$ cat src/vag_pkg.sv
`timescale 1ns / 1ps

package vag_pkg;

   localparam int FRAME_BYTES = 16;
   localparam int POS_W       = $clog2(FRAME_BYTES);
   localparam int BYTE_W      = 8;
   localparam int NIB_W       = 4;
   localparam int SHIFT_W     = 4;
   localparam int PRED_COUNT  = 5;
   localparam int PRED_W      = $clog2(PRED_COUNT);
   localparam int COEF_W      = 8;
   localparam int HIST_W      = 22;
   localparam int PCM_W       = 16;
   localparam int RAW_W       = 16;
   localparam int FRAC_W      = 6;

   localparam logic [POS_W-1:0]  POS_HEADER = POS_W'(0);
   localparam logic [POS_W-1:0]  POS_FLAGS  = POS_W'(1);
   localparam logic [BYTE_W-1:0] FLAG_STOP  = BYTE_W'(7);

   // one data byte waiting for decode, with the header it belongs to
   typedef struct packed {
      logic                valid;
      logic [BYTE_W-1:0]   data;
      logic [PRED_W-1:0]   pred;
      logic [SHIFT_W-1:0]  shift;
   } slot_type;

   typedef struct packed {
      logic signed [PCM_W-1:0] pcm;
      logic                    last;
   } sample_type;

   typedef struct packed {
      logic slot_valid;
      logic phase;
   } dec_stat_type;

   function automatic logic signed [COEF_W-1:0] coef_one(input logic [PRED_W-1:0] p);
      logic signed [COEF_W-1:0] c;
      case (p)
         PRED_W'(1): c = COEF_W'(60);
         PRED_W'(2): c = COEF_W'(115);
         PRED_W'(3): c = COEF_W'(98);
         PRED_W'(4): c = COEF_W'(122);
         default:    c = '0;
      endcase
      return c;
   endfunction

   function automatic logic signed [COEF_W-1:0] coef_two(input logic [PRED_W-1:0] p);
      logic signed [COEF_W-1:0] c;
      case (p)
         PRED_W'(2): c = -COEF_W'(52);
         PRED_W'(3): c = -COEF_W'(55);
         PRED_W'(4): c = -COEF_W'(60);
         default:    c = '0;
      endcase
      return c;
   endfunction

endpackage

$ cat src/vag_frame_parse.sv
`timescale 1ns / 1ps

module vag_frame_parse (
   input  logic                        clock,
   input  logic                        reset,
   input  logic                        in_accept,
   input  logic [vag_pkg::BYTE_W-1:0]  in_data,
   input  logic                        in_start,
   output vag_pkg::slot_type           push,
   output logic                        stopped
);
   import vag_pkg::*;

   logic [POS_W-1:0]   pos_ff, pos_in, pos_eff, pos_next;
   logic [PRED_W-1:0]  pred_ff, pred_in;
   logic [SHIFT_W-1:0] shift_ff, shift_in;
   logic               stop_ff, stop_in, stop_eff;
   logic [NIB_W-1:0]   hdr_pred;

   assign hdr_pred = in_data[BYTE_W-1:NIB_W];

   always_comb begin
      pos_eff  = in_start ? POS_HEADER : pos_ff;
      stop_eff = in_start ? 1'b0 : stop_ff;
      pos_next = (pos_eff == POS_W'(FRAME_BYTES - 1)) ? POS_HEADER : pos_eff + POS_W'(1);
      pos_in   = pos_ff;
      stop_in  = stop_ff;
      pred_in  = pred_ff;
      shift_in = shift_ff;
      if (in_accept) begin
         pos_in  = pos_eff;
         stop_in = stop_eff;
         if (!stop_eff) begin
            if (pos_eff == POS_HEADER) begin
               // unknown predictors fall back to no prediction
               pred_in  = (hdr_pred > NIB_W'(PRED_COUNT - 1)) ? '0 : hdr_pred[PRED_W-1:0];
               shift_in = in_data[SHIFT_W-1:0];
               pos_in   = pos_next;
            end else if (pos_eff == POS_FLAGS) begin
               if (in_data == FLAG_STOP) begin
                  stop_in = 1'b1;
               end else begin
                  pos_in = pos_next;
               end
            end else begin
               pos_in = pos_next;
            end
         end
      end
   end

   always_comb begin
      push.valid = in_accept && !stop_eff && (pos_eff != POS_HEADER) && (pos_eff != POS_FLAGS);
      push.data  = in_data;
      push.pred  = pred_ff;
      push.shift = shift_ff;
   end

   assign stopped = stop_ff;

   always_ff @(posedge clock) begin
      if (reset) begin
         pos_ff   <= '0;
         pred_ff  <= '0;
         shift_ff <= '0;
         stop_ff  <= 1'b0;
      end else begin
         pos_ff   <= pos_in;
         pred_ff  <= pred_in;
         shift_ff <= shift_in;
         stop_ff  <= stop_in;
      end
   end

endmodule

$ cat src/vag_nibble_dec.sv
`timescale 1ns / 1ps

module vag_nibble_dec (
   input  logic                  clock,
   input  logic                  reset,
   input  vag_pkg::slot_type     push,
   output logic                  slot_ready,
   input  logic                  out_ready,
   output logic                  out_valid,
   output vag_pkg::sample_type   out_sample,
   output vag_pkg::dec_stat_type stat
);
   import vag_pkg::*;

   localparam int PROD_W = HIST_W + COEF_W;
   localparam int ACC_W  = PROD_W + 1;
   localparam int PRD_W  = ACC_W - FRAC_W;
   localparam int NEXT_W = PRD_W + 1;
   localparam int RND_W  = HIST_W + 1;
   localparam int PCMW_W = RND_W - FRAC_W;

   localparam logic signed [NEXT_W-1:0] NEXT_HI = NEXT_W'((2 ** (HIST_W - 1)) - 1);
   localparam logic signed [NEXT_W-1:0] NEXT_LO = -NEXT_HI - NEXT_W'(1);
   localparam logic signed [PCMW_W-1:0] PCM_HI  = PCMW_W'((2 ** (PCM_W - 1)) - 1);
   localparam logic signed [PCMW_W-1:0] PCM_LO  = -PCM_HI - PCMW_W'(1);
   localparam logic signed [ACC_W-1:0]  ACC_HALF = ACC_W'(2 ** (FRAC_W - 1));
   localparam logic signed [RND_W-1:0]  RND_HALF = RND_W'(2 ** (FRAC_W - 1));

   slot_type                 slot_ff, slot_in;
   logic                     phase_ff, phase_in;
   logic signed [HIST_W-1:0] h1_ff, h1_in, h2_ff, h2_in;
   logic                     fire;

   logic [NIB_W-1:0]         nib;
   logic signed [RAW_W-1:0]  raw;
   logic signed [COEF_W-1:0] c1, c2;
   logic signed [PROD_W-1:0] prod_one, prod_two;
   logic signed [ACC_W-1:0]  acc;
   logic signed [PRD_W-1:0]  pred_val;
   logic signed [NEXT_W-1:0] next_wide;
   logic signed [HIST_W-1:0] next_hist;
   logic signed [RND_W-1:0]  rnd;
   logic signed [PCMW_W-1:0] pcm_wide;
   logic signed [PCM_W-1:0]  pcm;

   assign fire       = slot_ff.valid && out_ready;
   assign slot_ready = !slot_ff.valid || (fire && phase_ff);

   always_comb begin
      nib      = phase_ff ? slot_ff.data[BYTE_W-1:NIB_W] : slot_ff.data[NIB_W-1:0];
      raw      = $signed({nib, {(RAW_W - NIB_W){1'b0}}}) >>> slot_ff.shift;
      c1       = coef_one(slot_ff.pred);
      c2       = coef_two(slot_ff.pred);
      prod_one = PROD_W'(h1_ff) * PROD_W'(c1);
      prod_two = PROD_W'(h2_ff) * PROD_W'(c2);
      acc      = ACC_W'(prod_one) + ACC_W'(prod_two) + ACC_HALF;
      pred_val = PRD_W'(acc >>> FRAC_W);
      next_wide = (NEXT_W'(raw) <<< FRAC_W) + NEXT_W'(pred_val);
      if (next_wide > NEXT_HI) begin
         next_hist = HIST_W'(NEXT_HI);
      end else if (next_wide < NEXT_LO) begin
         next_hist = HIST_W'(NEXT_LO);
      end else begin
         next_hist = HIST_W'(next_wide);
      end
      rnd      = RND_W'(next_hist) + RND_HALF;
      pcm_wide = PCMW_W'(rnd >>> FRAC_W);
      if (pcm_wide > PCM_HI) begin
         pcm = PCM_W'(PCM_HI);
      end else if (pcm_wide < PCM_LO) begin
         pcm = PCM_W'(PCM_LO);
      end else begin
         pcm = PCM_W'(pcm_wide);
      end
   end

   always_comb begin
      slot_in  = slot_ff;
      phase_in = phase_ff;
      h1_in    = h1_ff;
      h2_in    = h2_ff;
      if (fire) begin
         h2_in    = h1_ff;
         h1_in    = next_hist;
         phase_in = !phase_ff;
         if (phase_ff) begin
            slot_in.valid = 1'b0;
         end
      end
      // load the next byte as the high-nibble sample leaves
      if (push.valid) begin
         slot_in  = push;
         phase_in = 1'b0;
      end
   end

   assign out_valid       = fire;
   assign out_sample.pcm  = pcm;
   assign out_sample.last = phase_ff;
   assign stat.slot_valid = slot_ff.valid;
   assign stat.phase      = phase_ff;

   always_ff @(posedge clock) begin
      if (reset) begin
         slot_ff  <= '0;
         phase_ff <= 1'b0;
         h1_ff    <= '0;
         h2_ff    <= '0;
      end else begin
         slot_ff  <= slot_in;
         phase_ff <= phase_in;
         h1_ff    <= h1_in;
         h2_ff    <= h2_in;
      end
   end

endmodule

$ cat src/vag_out_skid.sv
`timescale 1ns / 1ps

module vag_out_skid (
   input  logic                clock,
   input  logic                reset,
   input  logic                in_valid,
   input  vag_pkg::sample_type in_sample,
   output logic                in_ready,
   output logic                out_valid,
   output vag_pkg::sample_type out_sample,
   input  logic                out_ready
);
   import vag_pkg::*;

   sample_type main_ff, main_in, skid_ff, skid_in;
   logic       main_valid_ff, main_valid_in, skid_valid_ff, skid_valid_in;

   assign in_ready   = !skid_valid_ff;
   assign out_valid  = main_valid_ff;
   assign out_sample = main_ff;

   always_comb begin
      main_in       = main_ff;
      main_valid_in = main_valid_ff;
      skid_in       = skid_ff;
      skid_valid_in = skid_valid_ff;
      if (!main_valid_ff || out_ready) begin
         if (skid_valid_ff) begin
            main_in       = skid_ff;
            main_valid_in = 1'b1;
            skid_valid_in = 1'b0;
         end else begin
            main_in       = in_sample;
            main_valid_in = in_valid;
         end
      end else if (in_valid) begin
         // park the transaction while the output is stalled
         skid_in       = in_sample;
         skid_valid_in = 1'b1;
      end
   end

   always_ff @(posedge clock) begin
      if (reset) begin
         main_valid_ff <= 1'b0;
         skid_valid_ff <= 1'b0;
      end else begin
         main_valid_ff <= main_valid_in;
         skid_valid_ff <= skid_valid_in;
      end
      main_ff <= main_in;
      skid_ff <= skid_in;
   end

endmodule

$ cat src/vag_adpcm_decoder.sv
`timescale 1ns / 1ps
// channel   dir  tdata                     tuser / tlast
// req_*     in   [7:0] data_byte           tuser: start_of_stream
// rsp_*     out  [15:0] pcm_sample (signed) tlast: last_of_byte
//
// Header and flags bytes give no sample. Each data byte gives two samples,
// one per cycle while the output stage takes them; the next byte is taken
// as its high-nibble sample leaves. The limit is the history recurrence,
// one sample a cycle. A byte waits in the decode slot register while its
// low-nibble and then its high-nibble sample pass to the output register.
// Reset clears the history, frame position, header and stop state.
// A stalled output holds two samples in the output stage before the input stalls.

module vag_adpcm_decoder (
   input  logic                       clock,
   input  logic                       reset,
   input  logic                       req_tvalid,
   output logic                       req_tready,
   input  logic [7:0]                 req_tdata,   // [7:0] data_byte
   input  logic                       req_tuser,   // [0] start_of_stream
   output logic                       rsp_tvalid,
   input  logic                       rsp_tready,
   output logic [15:0]                rsp_tdata,   // [15:0] pcm_sample
   output logic                       rsp_tlast
);
   import vag_pkg::*;

   slot_type     push;
   logic         stopped;
   logic         req_accept;
   logic         dec_valid, skid_ready;
   sample_type   dec_sample, rsp_sample;
   dec_stat_type dec_stat;

   assign req_accept = req_tvalid && req_tready;

   vag_frame_parse u_parse (
      .clock     (clock),
      .reset     (reset),
      .in_accept (req_accept),
      .in_data   (req_tdata),
      .in_start  (req_tuser),
      .push      (push),
      .stopped   (stopped)
   );

   vag_nibble_dec u_dec (
      .clock      (clock),
      .reset      (reset),
      .push       (push),
      .slot_ready (req_tready),
      .out_ready  (skid_ready),
      .out_valid  (dec_valid),
      .out_sample (dec_sample),
      .stat       (dec_stat)
   );

   vag_out_skid u_skid (
      .clock      (clock),
      .reset      (reset),
      .in_valid   (dec_valid),
      .in_sample  (dec_sample),
      .in_ready   (skid_ready),
      .out_valid  (rsp_tvalid),
      .out_sample (rsp_sample),
      .out_ready  (rsp_tready)
   );

   assign rsp_tdata = rsp_sample.pcm;
   assign rsp_tlast = rsp_sample.last;

   a_phase_has_slot: assert property (@(posedge clock) disable iff (reset)
      dec_stat.phase |-> dec_stat.slot_valid)
      else $error("high-nibble phase without a loaded byte");

   a_no_accept_mid_byte: assert property (@(posedge clock) disable iff (reset)
      (req_accept && dec_stat.slot_valid) |-> dec_stat.phase)
      else $error("transaction accepted while a low-nibble sample is pending");

   a_stopped_no_push: assert property (@(posedge clock) disable iff (reset)
      (req_accept && stopped && !req_tuser) |-> !push.valid)
      else $error("data byte decoded while stopped");

   a_low_then_high: assert property (@(posedge clock) disable iff (reset)
      (dec_valid && !dec_sample.last) |=> dec_stat.phase)
      else $error("low-nibble sample not followed by high-nibble phase");

endmodule

$ cat config.mk
export PLATFORM = sky130hd
export DESIGN_NAME = vag_adpcm_decoder
export DESIGN_NICKNAME = d
export VERILOG_FILES = /design/src/vag_pkg.sv /design/src/vag_frame_parse.sv /design/src/vag_nibble_dec.sv /design/src/vag_out_skid.sv /design/src/vag_adpcm_decoder.sv
export SDC_FILE = /design/constraint.sdc
export NUM_CORES = 1
export LEC_CHECK = 0
export BUFFER_PORTS_ARGS = -buffer_cell sky130_fd_sc_hd__buf_2
export CORE_UTILIZATION = 35
export DETAILED_ROUTE_END_ITERATION = 16
export PLACE_DENSITY = 0.55
export SYNTH_ARGS = -nofsm -noshare
export SYNTH_HDL_FRONTEND = slang
export SYNTH_SLANG_ARGS = --single-unit
$ cat constraint.sdc
create_clock -name clock -period 10.57 [get_ports clock]
set_clock_uncertainty 0.05 [all_clocks]
set_input_delay 0.5285 -clock clock [delete_from_list [all_inputs] [get_ports clock]]
set_output_delay 0.5285 -clock clock [all_outputs]
set_load 0.005 [all_outputs]
==> impl_metrics.py <==
metrics = {
    "detailed_routing": {
        "drtIter0Drc": 522,
        "drt-pass1-iter-count": 5,
        "avgViaCountPerCell": 5.00,
        "drc": 0,
        "wl_per_cell_um": 17.4,
        "ant_nets": 0,
        "vias": 12620,
        "routed_wl_um": 43800,
    },
    "cts": {
        "cts_tree": "yes",
        "cts.sinks": 109,
        "path_clk_slew_ps": 100,
        "clk_path_buf_depth": 2,
        "cts-root-buf": "clkbuf_16",
        "clk-insertion-delay-late_ps": 410,
        "postCtsHoldBufs": 0,
        "numCtsBuffers": 9,
        "h-tree-depth": 3,
    },
    "power": {
        "ir_worst_vdd_uv": 88.4,
        "power_mw": 0.973,
        "pwr-share-seq": 0.481,
        "p_per_area_nw_per_um2": 52.9,
        "leakage_nw": 8.89,
        "swShare": 0.312,
        "switching_power_mw": 0.303,
        "power_frac_comb": 0.140,
        "clkPwrFrac": 0.380,
        "p_int_mw": 0.670,
    },
    "synthesis": {
        "async_flop_share": 0,
        "syn_avg_cell_area_um2": 8.90,
        "synth_area_um2": 16700,
        "ys_types": 89,
        "syn_inst": 1879,
        "synth_edf_count": 34,
        "ys.flop_type": "dfxtp_1",
        "synth_seq_area_share": 0.151,
        "synth-seq-cells": 109,
        "yosys_warnings": 0,
        "synth_nets": 2292,
    },
    "global_route": {
        "grt_pass1_vias": 13251,
        "grt_first_pass_wirelength_um": 72900,
        "grt_max_degree": 76,
        "gr-total-overflow": 0,
        "grt_usage": 0.193,
        "antenna_found_initial": 0,
    },
    "outcome": {
        "outcome": "complete, no violations",
    },
    "critical_path": {
        "crit_fanout": 15,
        "cp_slowest_cell": "fa_1",
        "max_stage_delay_ps": 550,
        "crit_top_cell": "fa_1",
        "cp-end-kind": "register",
        "cp-start-kind": "register",
        "cp_data_arrival_time_ps": 10280,
        "critPathRequiredTime_ps": 10660,
        "criticalPathCategory": "reg2reg",
    },
    "floorplan": {
        "rows": 79,
        "ios": 32,
        "die_w_um": 221,
        "core_um2": 46900,
        "start_util": 0.357,
        "dieHeight_um": 221,
        "die_area_um2": 48600,
    },
    "worst_hold_path": {
        "hold_path_class": "in2reg",
    },
    "placement": {
        "portBuffers": 31,
        "dp.final_hpwl_um": 35900,
        "gp_congestion": 0.884,
    },
    "layout": {
        "multi_input_area_um2": 12900,
        "syn2layout_area_growth_pct": 10.1,
        "final_nets": 2324,
        "area.sequential_um2": 2530,
        "drive_gt1_frac": 0.107,
        "fin_util": 0.393,
        "layout_common_cells": "inv_1 (359), fa_1 (243), ha_1 (151), nor2_1 (139), and2_1 (139)",
        "antenna_cells": 0,
        "layout_commonest_cell": "inv_1",
        "n_fill_cell": 4808,
    },
    "run": {
        "cap_viol_max_count": 0,
    },
    "sta": {
        "min_period_over_period": 0.965,
        "max_freq_mhz": 98.1,
        "finalSetupTns_ps": 0,
        "hold_violations": 0,
        "final_max_slew_viol_count": 0,
        "min_period_ps": 10200,
        "slew_headroom": 0.289,
        "setup_violations": 0,
        "worst_pin_slew_ps": 1070,
    },
}
[through the flow]
stage,instances,hold WS (ps),setup WS (ps),instance area [um^2]
floorplan,1879,356,29.1,16700
global placement,2499,425,6.73,17800
detailed placement,2499,433,-164,17800
CTS,2515,349,7.80,18100
global route,2523,374,-64.4,18400
finish,2523,361,374,18400
[metal layers]
metal  track usage  vias to the layer above  routed length [um]
met5             0                        -                   0
met1         0.268                     6294               20500
li1              -                     6114                   -
met3        0.0202                       35                1220
met4        0.0393                        0                 886
met2         0.325                      177               21200
[Yosys cell counts, types with 5 or more instances]
cell type / number / area (um^2)
a211oi_1: 11 / 82.6
a21o_1: 17 / 128
a21oi_1: 84 / 420
a22oi_1: 5 / 37.5
a31oi_1: 11 / 68.8
and2_1: 144 / 901
and3_1: 24 / 150
buf_2: 8 / 40.0
clkbuf_1: 53 / 199
dfxtp_1: 75 / 1500
edfxtp_1: 34 / 1020
fa_1: 243 / 4860
ha_1: 157 / 1960
inv_1: 359 / 1350
mux2i_1: 27 / 270
nand2_1: 133 / 499
nand2b_1: 20 / 125
nand3_1: 17 / 85.1
nand4_1: 8 / 50.1
nor2_1: 140 / 526
nor2b_1: 21 / 131
nor3_1: 37 / 185
o2111ai_1: 5 / 43.8
o211ai_1: 12 / 90.1
o21a_1: 16 / 120
o21ai_0: 38 / 190
o21ai_1: 8 / 40.0
o22ai_1: 9 / 56.3
or2_2: 14 / 87.6
or3_1: 6 / 37.5
xnor2_1: 35 / 307
xor2_1: 11 / 96.3
[what timing repair did]
action	in CTS	in global routing
hold endpoints to repair	0	0
setup endpoints to repair	30	30
setup buffers	0	6
gates resized for setup	3	64
cloned	0	2
pin swaps	0	17
[area by class of cell]
| class | instances | share of cell area |
|---|---|---|
| Inverter | 359 | 0.0732 |
| Sequential cell | 109 | 0.138 |
| Clock inverter | 7 | 0.00401 |
| Timing Repair Buffer | 87 | 0.0319 |
| Tap cell | 607 | 0.0413 |
| Clock buffer | 9 | 0.0122 |
| Multi-Input combinational cell | 1345 | 0.700 |
[cells by family after synthesis]
| family | after synthesis | synth area share |
|---|---|---|
| buffers and inverters | 426 | 0.0970 |
| XOR/XNOR | 46 | 0.0241 |
| AND/OR/NAND/NOR | 593 | 0.183 |
| AO/OA/AOI/OAI | 275 | 0.117 |
| flip-flops | 109 | 0.151 |
| multiplexers | 30 | 0.0195 |
| adder cells (fa/ha/maj) | 400 | 0.408 |
[power groups by stage]
stage	Combinational, mW	Sequential, mW	Clock [mW]
floorplan	0.0860	0.469	0
global placement	0.132	0.478	0
detailed placement	0.134	0.478	0
CTS	0.135	0.468	0.384
global route	0.151	0.470	0.393
finish	0.136	0.468	0.370
[worst paths after layout]
path                     from                    to  slack (ps)  cells past startpoint
max          u_dec.slot_ff[6]  u_skid.out_sample[6]         370                     42
min reg2reg  u_dec.slot_ff[9]      u_dec.slot_ff[9]         450                      2
max reg2reg  u_dec.slot_ff[6]  u_skid.out_sample[6]         370                     42
min              req_tdata[3]     u_dec.slot_ff[10]         360                      3
[worst max-delay path: cells and delay by family, from the launching register on]
kind | cells | cell delay, ps
fa+ha+maj | 9 | 3900
compound gates | 15 | 2870
simple gates | 12 | 2070
buf+inv | 6 | 580
flops | 1 | 410
[sequential cells by signal (all words and copies together), names as in the netlist]
signal / count
u_dec.h1_ff: 22
u_dec.stat: 1
u_skid.out_valid: 1
u_parse.pos_ff: 4
u_dec.h2_ff: 22
u_parse.stopped: 1
u_skid.skid_valid_ff: 1
u_skid.out_sample: 17
u_dec.phase_ff: 1
u_parse.pred_ff: 3
u_skid.skid_ff: 17
u_parse.shift_ff: 4
u_dec.slot_ff: 15
Note: power is estimated with default switching activity, not from simulation.
